$ cat src/design/lpht_pkg.sv
`timescale 1ns / 1ps
// Shared types and codes for the linear-probe hash table.
// No dependencies.
package lpht_pkg;

  localparam int NAME_W  = 64;
  localparam int DIST_W  = 8;
  localparam int POP_W   = 31;
  localparam int ELEV_W  = 16;
  localparam int OUT_W   = 5;   // width of index and count result fields

  // operation codes
  localparam logic [1:0] FUNC_INSERT = 2'd0;
  localparam logic [1:0] FUNC_SEARCH = 2'd1;
  localparam logic [1:0] FUNC_DELETE = 2'd2;
  localparam logic [1:0] FUNC_NONE   = 2'd3;

  // result status codes
  localparam logic [1:0] RES_OK   = 2'd0;
  localparam logic [1:0] RES_MISS = 2'd1;
  localparam logic [1:0] RES_FULL = 2'd2;

  // slot status codes
  localparam logic [1:0] SLOT_EMPTY   = 2'd0;
  localparam logic [1:0] SLOT_USED    = 2'd1;
  localparam logic [1:0] SLOT_DELETED = 2'd2;

  typedef struct packed {
    logic [1:0]               status;
    logic [NAME_W-1:0]        name;
    logic [DIST_W-1:0]        district;
    logic [POP_W-1:0]         population;
    logic signed [ELEV_W-1:0] elevation;
    logic                     municipality;
  } slot_entry_t;

endpackage

$ cat src/design/lpht_slot_ram.sv
`timescale 1ns / 1ps
// Slot memory: one write port, one read port, registered read data.
// Uses lpht_pkg for the entry layout.
module lpht_slot_ram #(
  parameter int DEPTH = 23,
  parameter int AW    = 5
) (
  input  logic                 clk_i,
  input  logic                 we_i,
  input  logic [AW-1:0]        waddr_i,
  input  lpht_pkg::slot_entry_t wdata_i,
  input  logic [AW-1:0]        raddr_i,
  output lpht_pkg::slot_entry_t rdata_o
);

  lpht_pkg::slot_entry_t mem [DEPTH];
  lpht_pkg::slot_entry_t rdata_q;

  always_ff @(posedge clk_i) begin
    if (we_i) begin
      mem[waddr_i] <= wdata_i;
    end
  end

  always_ff @(posedge clk_i) begin
    rdata_q <= mem[raddr_i];
  end

  assign rdata_o = rdata_q;

endmodule

$ cat src/design/lpht_home.sv
`timescale 1ns / 1ps
// Home slot unit: byte sum of the key, then modulo SLOTS by reciprocal
// multiplication and one compare-and-subtract. Uses lpht_pkg.
module lpht_home #(
  parameter int SLOTS     = 23,
  parameter int KEY_BYTES = 5,
  parameter int IDX_W     = 5
) (
  input  logic                        clk_i,
  input  logic                        rst_ni,
  input  logic                        start_i,
  input  logic [lpht_pkg::NAME_W-1:0] name_i,
  output logic                        done_o,
  output logic [IDX_W-1:0]            home_o
);

  localparam int SUM_MAX = KEY_BYTES * 255;
  localparam int SUM_W   = $clog2(SUM_MAX + 1);
  localparam int SLOT_W  = $clog2(SLOTS + 1);
  // floor(2^SUM_W / SLOTS): quotient estimate is exact or one short
  localparam int RECIP   = (1 << SUM_W) / SLOTS;
  localparam int RECIP_W = $clog2(RECIP + 2);
  localparam int PROD_W  = SUM_W + RECIP_W;
  localparam int CMP_W   = SUM_W + SLOT_W;

  logic [SUM_W-1:0]  sum;
  logic [SUM_W-1:0]  sum_q;
  logic [SUM_W-1:0]  quot_q;
  logic [IDX_W-1:0]  home_q;
  logic              mul_q;
  logic              sub_q;
  logic              done_q;
  logic [PROD_W-1:0] prod;
  logic [CMP_W-1:0]  qs;
  logic [CMP_W-1:0]  rem;
  logic [CMP_W-1:0]  rem_fix;

  // name is already cut at its first zero byte, so trailing zeros add nothing
  always_comb begin
    sum = '0;
    for (int i = 0; i < KEY_BYTES; i++) begin
      sum = sum + SUM_W'(name_i[8*i +: 8]);
    end
  end

  assign prod    = PROD_W'(sum_q) * PROD_W'(RECIP);
  assign qs      = CMP_W'(quot_q) * CMP_W'(SLOTS);
  assign rem     = CMP_W'(sum_q) - qs;
  assign rem_fix = (rem >= CMP_W'(SLOTS)) ? (rem - CMP_W'(SLOTS)) : rem;

  always_ff @(posedge clk_i or negedge rst_ni) begin
    if (!rst_ni) begin
      sum_q  <= '0;
      quot_q <= '0;
      home_q <= '0;
      mul_q  <= 1'b0;
      sub_q  <= 1'b0;
      done_q <= 1'b0;
    end else begin
      mul_q  <= start_i;
      sub_q  <= mul_q;
      done_q <= sub_q;
      if (start_i) begin
        sum_q <= sum;
      end
      if (mul_q) begin
        quot_q <= SUM_W'(prod >> SUM_W);
      end
      if (sub_q) begin
        home_q <= IDX_W'(rem_fix);
      end
    end
  end

  assign done_o = done_q;
  assign home_o = home_q;

endmodule

$ cat src/design/linear_probe_hash_table_core.sv
`timescale 1ns / 1ps
// Linear-probe hash table of town records, keyed by an 8-byte name.
// Input channel: in_valid_i / in_stall_o with func_i (0 insert, 1 search,
//   2 delete), name_i and the record fields stored on insert.
// Output channel: out_valid_o / out_stall_i, one result word per input word.
// Per word: an accept step, the home slot (byte sum, reciprocal multiply,
//   remainder fix-up), one probed slot at a time (1 to SLOTS slots), and
//   the result handover. A full-table insert or func 3 skips the home slot
//   and the probe walk. The probe walk is bound by the single read port of
//   the slot memory.
// One word is in flight at a time; a new word is taken while the previous
//   result still waits at the output register.
// Reset: a clearing pass marks every slot empty, one slot after another;
//   in_stall_o is high during it. Occupied count resets to zero.
// A stalled output holds its word; a finished result then waits inside the
//   block and no new input is taken until it moves out.
module linear_probe_hash_table_core #(
  parameter int SLOTS     = 23,
  parameter int KEY_BYTES = 5
) (
  input  logic                               clk_i,
  input  logic                               rst_ni,
  input  logic                               in_valid_i,
  output logic                               in_stall_o,
  input  logic [1:0]                         func_i,
  input  logic [lpht_pkg::NAME_W-1:0]        name_i,
  input  logic [lpht_pkg::DIST_W-1:0]        district_code_i,
  input  logic [lpht_pkg::POP_W-1:0]         population_i,
  input  logic signed [lpht_pkg::ELEV_W-1:0] elevation_i,
  input  logic                               has_municipality_i,
  output logic                               out_valid_o,
  input  logic                               out_stall_i,
  output logic [1:0]                         status_o,
  output logic [lpht_pkg::OUT_W-1:0]         slot_index_o,
  output logic [lpht_pkg::OUT_W-1:0]         collisions_o,
  output logic [lpht_pkg::DIST_W-1:0]        found_district_o,
  output logic [lpht_pkg::POP_W-1:0]         found_population_o,
  output logic signed [lpht_pkg::ELEV_W-1:0] found_elevation_o,
  output logic                               found_municipality_o,
  output logic [lpht_pkg::OUT_W-1:0]         entries_used_o
);

  localparam int IDX_W = (SLOTS > 1) ? $clog2(SLOTS) : 1;
  localparam int CNT_W = $clog2(SLOTS + 1);

  localparam logic [2:0] ST_CLEAR = 3'd0;
  localparam logic [2:0] ST_IDLE  = 3'd1;
  localparam logic [2:0] ST_HASH  = 3'd2;
  localparam logic [2:0] ST_PROBE = 3'd3;
  localparam logic [2:0] ST_DONE  = 3'd4;

  function automatic logic [lpht_pkg::NAME_W-1:0] canon(
    input logic [lpht_pkg::NAME_W-1:0] n
  );
    logic                        keep;
    logic [lpht_pkg::NAME_W-1:0] r;
    keep = 1'b1;
    r    = '0;
    for (int i = 0; i < 8; i++) begin
      if (n[8*i +: 8] == 8'd0) keep = 1'b0;
      if (keep) r[8*i +: 8] = n[8*i +: 8];
    end
    return r;
  endfunction

  logic [2:0]                        state_q;
  logic [IDX_W-1:0]                  clr_q;
  logic [CNT_W-1:0]                  occ_q;
  logic [1:0]                        func_q;
  logic [lpht_pkg::NAME_W-1:0]       name_q;
  logic [lpht_pkg::DIST_W-1:0]       dist_q;
  logic [lpht_pkg::POP_W-1:0]        pop_q;
  logic signed [lpht_pkg::ELEV_W-1:0] elev_q;
  logic                              muni_q;
  logic [IDX_W-1:0]                  idx_q;
  logic [IDX_W-1:0]                  home_q;
  logic [CNT_W-1:0]                  col_q;
  logic [1:0]                        res_status_q;
  logic [IDX_W-1:0]                  res_slot_q;
  logic [CNT_W-1:0]                  res_col_q;
  lpht_pkg::slot_entry_t             res_rec_q;
  logic                              out_valid_q;

  logic                  in_accept;
  logic                  hash_start;
  logic                  hash_done;
  logic [IDX_W-1:0]      hash_home;
  logic [IDX_W-1:0]      idx_next;
  logic                  wrap;
  logic                  is_ins;
  logic                  rd_free;
  logic                  rd_empty;
  logic                  rd_hit;
  logic                  ram_we;
  logic [IDX_W-1:0]      ram_waddr;
  logic [IDX_W-1:0]      ram_raddr;
  lpht_pkg::slot_entry_t ram_wdata;
  lpht_pkg::slot_entry_t ram_rdata;

  assign in_stall_o = (state_q != ST_IDLE);
  assign in_accept  = in_valid_i && !in_stall_o;
  assign hash_start = in_accept && (func_i != lpht_pkg::FUNC_NONE) &&
                      !((func_i == lpht_pkg::FUNC_INSERT) && (occ_q >= CNT_W'(SLOTS)));

  lpht_home #(
    .SLOTS     (SLOTS),
    .KEY_BYTES (KEY_BYTES),
    .IDX_W     (IDX_W)
  ) u_home (
    .clk_i   (clk_i),
    .rst_ni  (rst_ni),
    .start_i (hash_start),
    .name_i  (canon(name_i)),
    .done_o  (hash_done),
    .home_o  (hash_home)
  );

  lpht_slot_ram #(
    .DEPTH (SLOTS),
    .AW    (IDX_W)
  ) u_ram (
    .clk_i   (clk_i),
    .we_i    (ram_we),
    .waddr_i (ram_waddr),
    .wdata_i (ram_wdata),
    .raddr_i (ram_raddr),
    .rdata_o (ram_rdata)
  );

  // One read per probe cycle; the write ends the probe, so a read never
  // meets a pending write to the same slot.
  always_comb begin
    idx_next = (idx_q == IDX_W'(SLOTS - 1)) ? '0 : idx_q + 1'b1;
    wrap     = (idx_next == home_q);
    is_ins   = (func_q == lpht_pkg::FUNC_INSERT);
    rd_empty = (ram_rdata.status == lpht_pkg::SLOT_EMPTY);
    rd_free  = rd_empty || (ram_rdata.status == lpht_pkg::SLOT_DELETED);
    rd_hit   = (ram_rdata.status == lpht_pkg::SLOT_USED) && (ram_rdata.name == name_q);

    ram_we                 = 1'b0;
    ram_waddr              = idx_q;
    ram_raddr              = idx_next;
    ram_wdata.status       = lpht_pkg::SLOT_USED;
    ram_wdata.name         = name_q;
    ram_wdata.district     = dist_q;
    ram_wdata.population   = pop_q;
    ram_wdata.elevation    = elev_q;
    ram_wdata.municipality = muni_q;

    case (state_q)
      ST_CLEAR: begin
        ram_we           = 1'b1;
        ram_waddr        = clr_q;
        ram_wdata.status = lpht_pkg::SLOT_EMPTY;
      end
      ST_HASH: begin
        ram_raddr = hash_home;
      end
      ST_PROBE: begin
        if (is_ins) begin
          ram_we = rd_free;
        end else if (rd_hit && (func_q == lpht_pkg::FUNC_DELETE)) begin
          ram_we           = 1'b1;
          ram_wdata        = ram_rdata;
          ram_wdata.status = lpht_pkg::SLOT_DELETED;
        end
      end
      default: begin
      end
    endcase
  end

  always_ff @(posedge clk_i or negedge rst_ni) begin
    if (!rst_ni) begin
      state_q              <= ST_CLEAR;
      clr_q                <= '0;
      occ_q                <= '0;
      func_q               <= '0;
      name_q               <= '0;
      dist_q               <= '0;
      pop_q                <= '0;
      elev_q               <= '0;
      muni_q               <= 1'b0;
      idx_q                <= '0;
      home_q               <= '0;
      col_q                <= '0;
      res_status_q         <= '0;
      res_slot_q           <= '0;
      res_col_q            <= '0;
      res_rec_q            <= '0;
      out_valid_q          <= 1'b0;
      status_o             <= '0;
      slot_index_o         <= '0;
      collisions_o         <= '0;
      found_district_o     <= '0;
      found_population_o   <= '0;
      found_elevation_o    <= '0;
      found_municipality_o <= 1'b0;
      entries_used_o       <= '0;
    end else begin
      // in ST_DONE the output register is handled by the load below
      if (out_valid_q && !out_stall_i && (state_q != ST_DONE)) begin
        out_valid_q <= 1'b0;
      end
      case (state_q)
        ST_CLEAR: begin
          clr_q <= clr_q + 1'b1;
          if (clr_q == IDX_W'(SLOTS - 1)) begin
            state_q <= ST_IDLE;
          end
        end
        ST_IDLE: begin
          if (in_accept) begin
            func_q       <= func_i;
            name_q       <= canon(name_i);
            dist_q       <= district_code_i;
            pop_q        <= population_i;
            elev_q       <= elevation_i;
            muni_q       <= has_municipality_i;
            res_status_q <= lpht_pkg::RES_MISS;
            res_slot_q   <= '0;
            res_col_q    <= '0;
            res_rec_q    <= '0;
            if (hash_start) begin
              state_q <= ST_HASH;
            end else begin
              if (func_i == lpht_pkg::FUNC_INSERT) begin
                res_status_q <= lpht_pkg::RES_FULL;
              end
              state_q <= ST_DONE;
            end
          end
        end
        ST_HASH: begin
          if (hash_done) begin
            idx_q   <= hash_home;
            home_q  <= hash_home;
            col_q   <= '0;
            state_q <= ST_PROBE;
          end
        end
        ST_PROBE: begin
          if (is_ins && rd_free) begin
            res_status_q <= lpht_pkg::RES_OK;
            res_slot_q   <= idx_q;
            res_col_q    <= col_q;
            occ_q        <= occ_q + 1'b1;
            state_q      <= ST_DONE;
          end else if (!is_ins && rd_empty) begin
            res_col_q <= col_q;
            state_q   <= ST_DONE;
          end else if (!is_ins && rd_hit) begin
            res_status_q <= lpht_pkg::RES_OK;
            res_slot_q   <= idx_q;
            res_col_q    <= col_q;
            res_rec_q    <= ram_rdata;
            if ((func_q == lpht_pkg::FUNC_DELETE) && (occ_q != '0)) begin
              occ_q <= occ_q - 1'b1;
            end
            state_q <= ST_DONE;
          end else if (wrap) begin
            res_col_q <= col_q + 1'b1;
            state_q   <= ST_DONE;
          end else begin
            col_q <= col_q + 1'b1;
            idx_q <= idx_next;
          end
        end
        ST_DONE: begin
          if (!out_valid_q || !out_stall_i) begin
            out_valid_q          <= 1'b1;
            status_o             <= res_status_q;
            slot_index_o         <= lpht_pkg::OUT_W'(res_slot_q);
            collisions_o         <= lpht_pkg::OUT_W'(res_col_q);
            found_district_o     <= res_rec_q.district;
            found_population_o   <= res_rec_q.population;
            found_elevation_o    <= res_rec_q.elevation;
            found_municipality_o <= res_rec_q.municipality;
            entries_used_o       <= lpht_pkg::OUT_W'(occ_q);
            state_q              <= ST_IDLE;
          end
        end
        default: begin
          state_q <= ST_IDLE;
        end
      endcase
    end
  end

  assign out_valid_o = out_valid_q;

  // no slot memory write while the block is open for a new word
  a_idle_no_write: assert property (@(posedge clk_i) disable iff (!rst_ni)
    !in_stall_o |-> !ram_we)
    else $error("slot write while idle");

  a_occ_bound: assert property (@(posedge clk_i) disable iff (!rst_ni)
    occ_q <= CNT_W'(SLOTS))
    else $error("occupied count above table size");

  // a write during the probe walk always closes the walk
  a_write_ends_probe: assert property (@(posedge clk_i) disable iff (!rst_ni)
    (ram_we && (state_q == ST_PROBE)) |=> (state_q == ST_DONE))
    else $error("probe continued after write-back");

  a_occ_needs_write: assert property (@(posedge clk_i) disable iff (!rst_ni)
    (occ_q != $past(occ_q)) |-> ($past(ram_we) && ($past(state_q) == ST_PROBE)))
    else $error("occupied count moved without a slot write");

  a_probe_in_range: assert property (@(posedge clk_i) disable iff (!rst_ni)
    (state_q == ST_PROBE) |-> ((idx_q < IDX_W'(SLOTS - 1)) || (idx_q == IDX_W'(SLOTS - 1))))
    else $error("probe index beyond table");

endmodule

$ cat config.mk
export PLATFORM = sky130hd
export DESIGN_NAME = linear_probe_hash_table_core
export DESIGN_NICKNAME = d
export VERILOG_FILES = /design/src/design/lpht_pkg.sv /design/src/design/lpht_slot_ram.sv /design/src/design/lpht_home.sv /design/src/design/linear_probe_hash_table_core.sv
export SDC_FILE = /design/constraint.sdc
export NUM_CORES = 2
export LEC_CHECK = 0
export BUFFER_PORTS_ARGS = -buffer_cell sky130_fd_sc_hd__buf_4
export CORE_ASPECT_RATIO = 1.75
export CORE_UTILIZATION = 60
export DETAILED_ROUTE_END_ITERATION = 10
export PLACE_DENSITY = 0.83
export SETUP_SLACK_MARGIN = 0.2
export SLEW_MARGIN = 25
export SYNTH_ARGS = -nofsm -noshare
export SYNTH_HDL_FRONTEND = slang
export SYNTH_HIERARCHICAL = 1
export SYNTH_SLANG_ARGS = --single-unit
$ cat constraint.sdc
create_clock -name clk_i -period 9.4 [get_ports clk_i]
set_input_delay 0.94 -clock clk_i [delete_from_list [all_inputs] [get_ports clk_i]]
set_output_delay 0.94 -clock clk_i [all_outputs]
set_load 0.01 [all_outputs]
**Yosys cells after proc, flatten, opt, wreduce, memory -nomap -nowiden**

Memories as Yosys holds them, arrays and structs flattened. A register that Yosys moved wholly into a read port is not among the register bits.
Index checks and enable logic that the tools add are counted.

- $add $sub $neg: 11
- Order comparisons: 2
- Equality and inequality tests: 27
- Mux-type cells: 105
- Shifts and indexed selects: 0
- Divide/modulo/power cells: 0
- Multiply operators: 2
- Bitwise logic cells: 0
- Reduce and logical (&&, ||, !) cells: 45

Operator list:

| cell | count |
|---|---|
| 2-to-1 mux 122 bit | 2 |
| 2-to-1 mux 56 bit | 4 |
| 2-to-1 mux 5 bit | 26 |
| 2-to-1 mux 120 bit | 1 |
| case mux 56 bit (2 select lines) | 1 |
| 2-to-1 mux 8 bit | 13 |
| equality test 64 bit | 1 |
| zero test 8 bit | 8 |
| case mux 5 bit (2 select lines) | 4 |
| 2-to-1 mux 1 bit | 35 |
| adder 11 x 8 -> 11 bit | 3 |
| 2-to-1 mux 3 bit | 9 |
| adder 5 x 1 -> 5 bit (second input constant) | 4 |
| != test 2 bit (second input constant) | 10 |
| multiplier 11 x 7 -> 18 bit (second input constant) | 1 |
| greater-or-equal comparator 16 x 5 -> 1 bit (second input constant) | 1 |
| case mux 3 bit (5 select lines) | 1 |
| subtractor 11 x 12 -> 13 bit | 1 |
| logical AND 1 bit | 12 |
| multiplier 7 x 5 -> 12 bit (second input constant) | 1 |
| 2-to-1 mux 2 bit | 6 |
| equality test 5 bit (second input constant) | 2 |
| AND reduction 5 bit | 2 |
| adder 8 x 8 -> 9 bit | 1 |
| other kinds (25) | 43 |

- ROM bits: 0
- Memories: 1
- Flip-flop bits (word level): 318
- Latch bits: 0
- Bits in writable memories: 2806
- Input bits: 126

Memories:

| name | depth | width | read ports | clocked after Yosys merged registers in | wr ports | line | RTL |
|---|---|---|---|---|---|---|---|
| u_ram.mem | 23 | 122 | 1 | 1 | 1 | lpht_slot_ram.sv:16 | `lpht_pkg::slot_entry_t mem [DEPTH];` |

**Depth between registers and ports, before layout**

- Depth after elaboration: 27
- Mapped depth: 20
- Mapped depth without buffers: 19

**By module**

The synthesis kept the hierarchy.

By module, submodules not included:

| module | cells each | times used | area each (µm²) |
|---|---|---|---|
| lpht_slot_ram | 4950 | 1 | 108876.9 |
| linear_probe_hash_table_core | 1528 | 1 | 14547.7 |
| lpht_home | 477 | 1 | 4441.8 |

**Worst setup path before layout**

OpenSTA, ideal clock, no wires.

- Kind: register -> register
- Start: register u_ram/rdata_o[59] (netlist name)
- End: memory u_ram/mem[16][0] in the netlist's numbering, enable pin
- Data arrival time: 7.331 ns
- Cell stages (with the launch flop): 11
- Period minus slack after synthesis: 7.936 ns
- Path buffers: 1
- Setup time: 0.605 ns
- Slack: 1.464 ns
- Cells stage by stage: dfxtp_1 -> nor2b_1 -> a2111o_1 -> nor4_1 -> and4_1 -> and4_1 -> o21ai_0 -> nand2b_1 -> or3b_2 -> clkbuf_1 -> nor2_1

- Longest elaborated chain between the ends: 8

RTL lines:

| what | line | RTL |
|---|---|---|
| equality test 64 bit | linear_probe_hash_table_core.sv:138 | `rd_hit = (ram_rdata.status == lpht_pkg::SLOT_USED) && (ram_rdata.name == name_q);` |
| logical AND 1 bit | linear_probe_hash_table_core.sv:138 |  |
| logical AND 1 bit | linear_probe_hash_table_core.sv:162 | `end else if (rd_hit && (func_q == lpht_pkg::FUNC_DELETE)) begin` |
| 2-to-1 mux 1 bit | linear_probe_hash_table_core.sv:162 |  |
| 2-to-1 mux 1 bit | linear_probe_hash_table_core.sv:160 | `if (is_ins) begin` |
| case mux 1 bit (2 select lines) | linear_probe_hash_table_core.sv:150 | `case (state_q)` |
| net ram_we | linear_probe_hash_table_core.sv:94 | `logic ram_we;` |
| 2-to-1 mux 1 bit | lpht_slot_ram.sv:20 | `if (we_i) begin` |
| 2-to-1 mux 1 bit (implied by the code) | lpht_slot_ram.sv:21 | `mem[waddr_i] <= wdata_i;` |
| end: declaration | lpht_slot_ram.sv:16 |  |

The timed path passes the listed nets, and every way through them passes these cells.

**Worst setup path after layout**

- Start: register name_q[63] in the netlist's numbering
- End: memory u_ram/mem[12][61] in the netlist's numbering, enable pin

- Longest elaborated chain between the ends: 8

RTL lines:

| what | line | RTL |
|---|---|---|
| start: declaration | linear_probe_hash_table_core.sv:70 | `logic [lpht_pkg::NAME_W-1:0] name_q;` |
| start signal: assignment | linear_probe_hash_table_core.sv:215 | `name_q <= canon(name_i);` |
| equality test 64 bit | linear_probe_hash_table_core.sv:138 |  |
| logical AND 1 bit | linear_probe_hash_table_core.sv:138 |  |
| logical AND 1 bit | linear_probe_hash_table_core.sv:162 |  |
| 2-to-1 mux 1 bit | linear_probe_hash_table_core.sv:162 |  |
| 2-to-1 mux 1 bit | linear_probe_hash_table_core.sv:160 |  |
| case mux 1 bit (2 select lines) | linear_probe_hash_table_core.sv:150 |  |
| net ram_we | linear_probe_hash_table_core.sv:94 |  |
| 2-to-1 mux 1 bit | lpht_slot_ram.sv:20 |  |
| 2-to-1 mux 1 bit (implied by the code) | lpht_slot_ram.sv:21 |  |

The timed path passes the listed nets, and every way through them passes these cells.

==> results.txt <==
RSZ-0062 raised after global routing -> no
CTS clk-pin slew, worst paths -> 70 ps
Count of pins over their slew limit -> 0
Fin area -> 142000 um2
Min-delay worst type -> in2async
Slew HR -> 18.3%
CTS sink cnt -> 3246
Vias in the first global route -> 73200
Status -> completed
Via count -> 71500
Pwr per Cell Area -> 410 nW/um2
Overall routing resource usage -> 34.3%
Most frequent cells in the layout -> edfxtp_1 (2806), mux4_2 (545), nand2_1 (487)
Period utilization -> 68.2%
Routed WL per cell -> 36.0 um
Layout Utilization -> 67.1%
# port buffers -> 200
Die Wd -> 351 um
Critical path launch point type -> register
Global placer's final weighted congestion -> 0.894
R2R cell count -> 11
1st-iter DRT viols -> 11100
Deepest clock path buffer count -> 4
GRT overflow -> 0
Peak supply drop -> 0.000712 V
Row cnt -> 223
Setup WS post-layout -> 2990 ps
Fmax -> 156 MHz
Initial antenna violation count -> 19
Crit Path Class -> reg2reg
Post-DP Area -> 132000 um2
HPWL after DPL -> 196 mm
Crit. End Element -> register
Hold_buf cts -> 0
CTS Root Cell -> clkbuf_16
R2r setup slk -> 2990 ps
Core Box Area -> 211000 um2
Cells after Synth -> 6954
Clock tree from TritonCTS -> done
Area used by multi-input combinational logic -> 30600 um2
Drt pass-1 iters -> 10
Commonest non-fill, non-tap cell in the layout -> edfxtp_1
Layout cells sized above 1 -> 20.1%
Die ar. -> 215000 um2
Static Leakage -> 48.0 nW
Warnings from Yosys -> 6
Routed WL -> 366 mm
Vias per cell -> 7.03
Worst EP arrival -> 6860 ps
DRC viols -> 0
Tot Pwr -> 58.1 mW
Synth Cell Area -> 128000 um2
Setup TNS -> 0 ps
Final setup vio count -> 0
Placement Setup Slack -> 3590 ps
Synthesized net count -> 7224
Syn Area/Cell -> 18.4 um2
Die height -> 613 um
CP max FO -> 31
Register area -> 94700 um2
First-pass GRT wire length -> 517 mm
# resized after CTS -> 0
Critical path data required time -> 9850 ps
Min Tclk post-route -> 6410 ps
Worst skew pair latency -> 870 ps
Clock skew -> 73.1 ps
Htree depth -> 5
# fillers -> 12500
Ports -> 201
Worst-Margin Slew -> 1220 ps
Final ANT Viol Nets -> 0
Starting Density -> 60.5%
Max Cap Viol -> 0
CTS buffer count -> 279
Final nets -> 7393
Largest net degree at the start of global routing -> 174
Final hold vios -> 0
Area growth syn-to-layout -> 10.8%
Setup repair bufs after CTS -> 0
stage by stage:
stage                     hold WS [ps]  std cells
final                              220      10200
after global routing               262      10200
after CTS                          222      10100
after detailed placement           472       9651
after global placement             463       9649
after floorplan                    352       6954
per-layer routing:
metal  up-vias  share of wire, %  track usage (%)
met5         -             0.012                0
met4         8               8.6             25.0
met2      6379                48             54.8
met3      1615                13             8.01
li1      27800                 -                -
met1     35700                31             40.8
registers in the layout (all words and copies together), names as in the netlist, 8 cells and up:
register / count
u_ram/mem: 2806
u_ram/rdata_o: 122
name_q: 64
res_rec_q: 56
found_population_o: 31
pop_q: 31
elev_q: 16
found_elevation_o: 16
u_home/sum_q: 11
dist_q: 8
found_district_o: 8
final timing paths:
| path | start | to |
|---|---|---|
| min in group clk_i | population_i[17] | pop_q[17] |
| min | rst_ni | entries_used_o[3] |
| max in group asynchronous | rst_ni | u_home/done_o |
| max | name_q[63] | u_ram/mem[12][61] |
| min reg2reg | found_district_o[7] | found_district_o[7] |
| max reg2reg | name_q[63] | u_ram/mem[12][61] |
critical path, cell delays in order (launching register included):
cell	delay, ps
dfrtp_1	680
xnor2_1	930
nand4_1	210
nor4_1	430
and3_1	230
and4_1	360
o21ai_0	150
nand2b_1	230
or3b_2	670
nor2_4	670
buf_4	720
buf_4	630
report_power, final:
part	internal [mW]	switching (mW)
clock	6.62	5.19
sequential	19.6	2.24
combinational	9.03	15.4
layout make-up:
type | instances | area share [%]
clock buffer | 370 | 5.48
sequential | 3246 | 66.8
clock inverter | 127 | 0.998
inverter | 219 | 0.580
tap | 2812 | 2.48
multi-input combinational | 3044 | 21.6
antenna | 14 | 0.0247
timing repair buffer | 333 | 2.02
No activity file was read; power rests on OpenSTA's default activity.
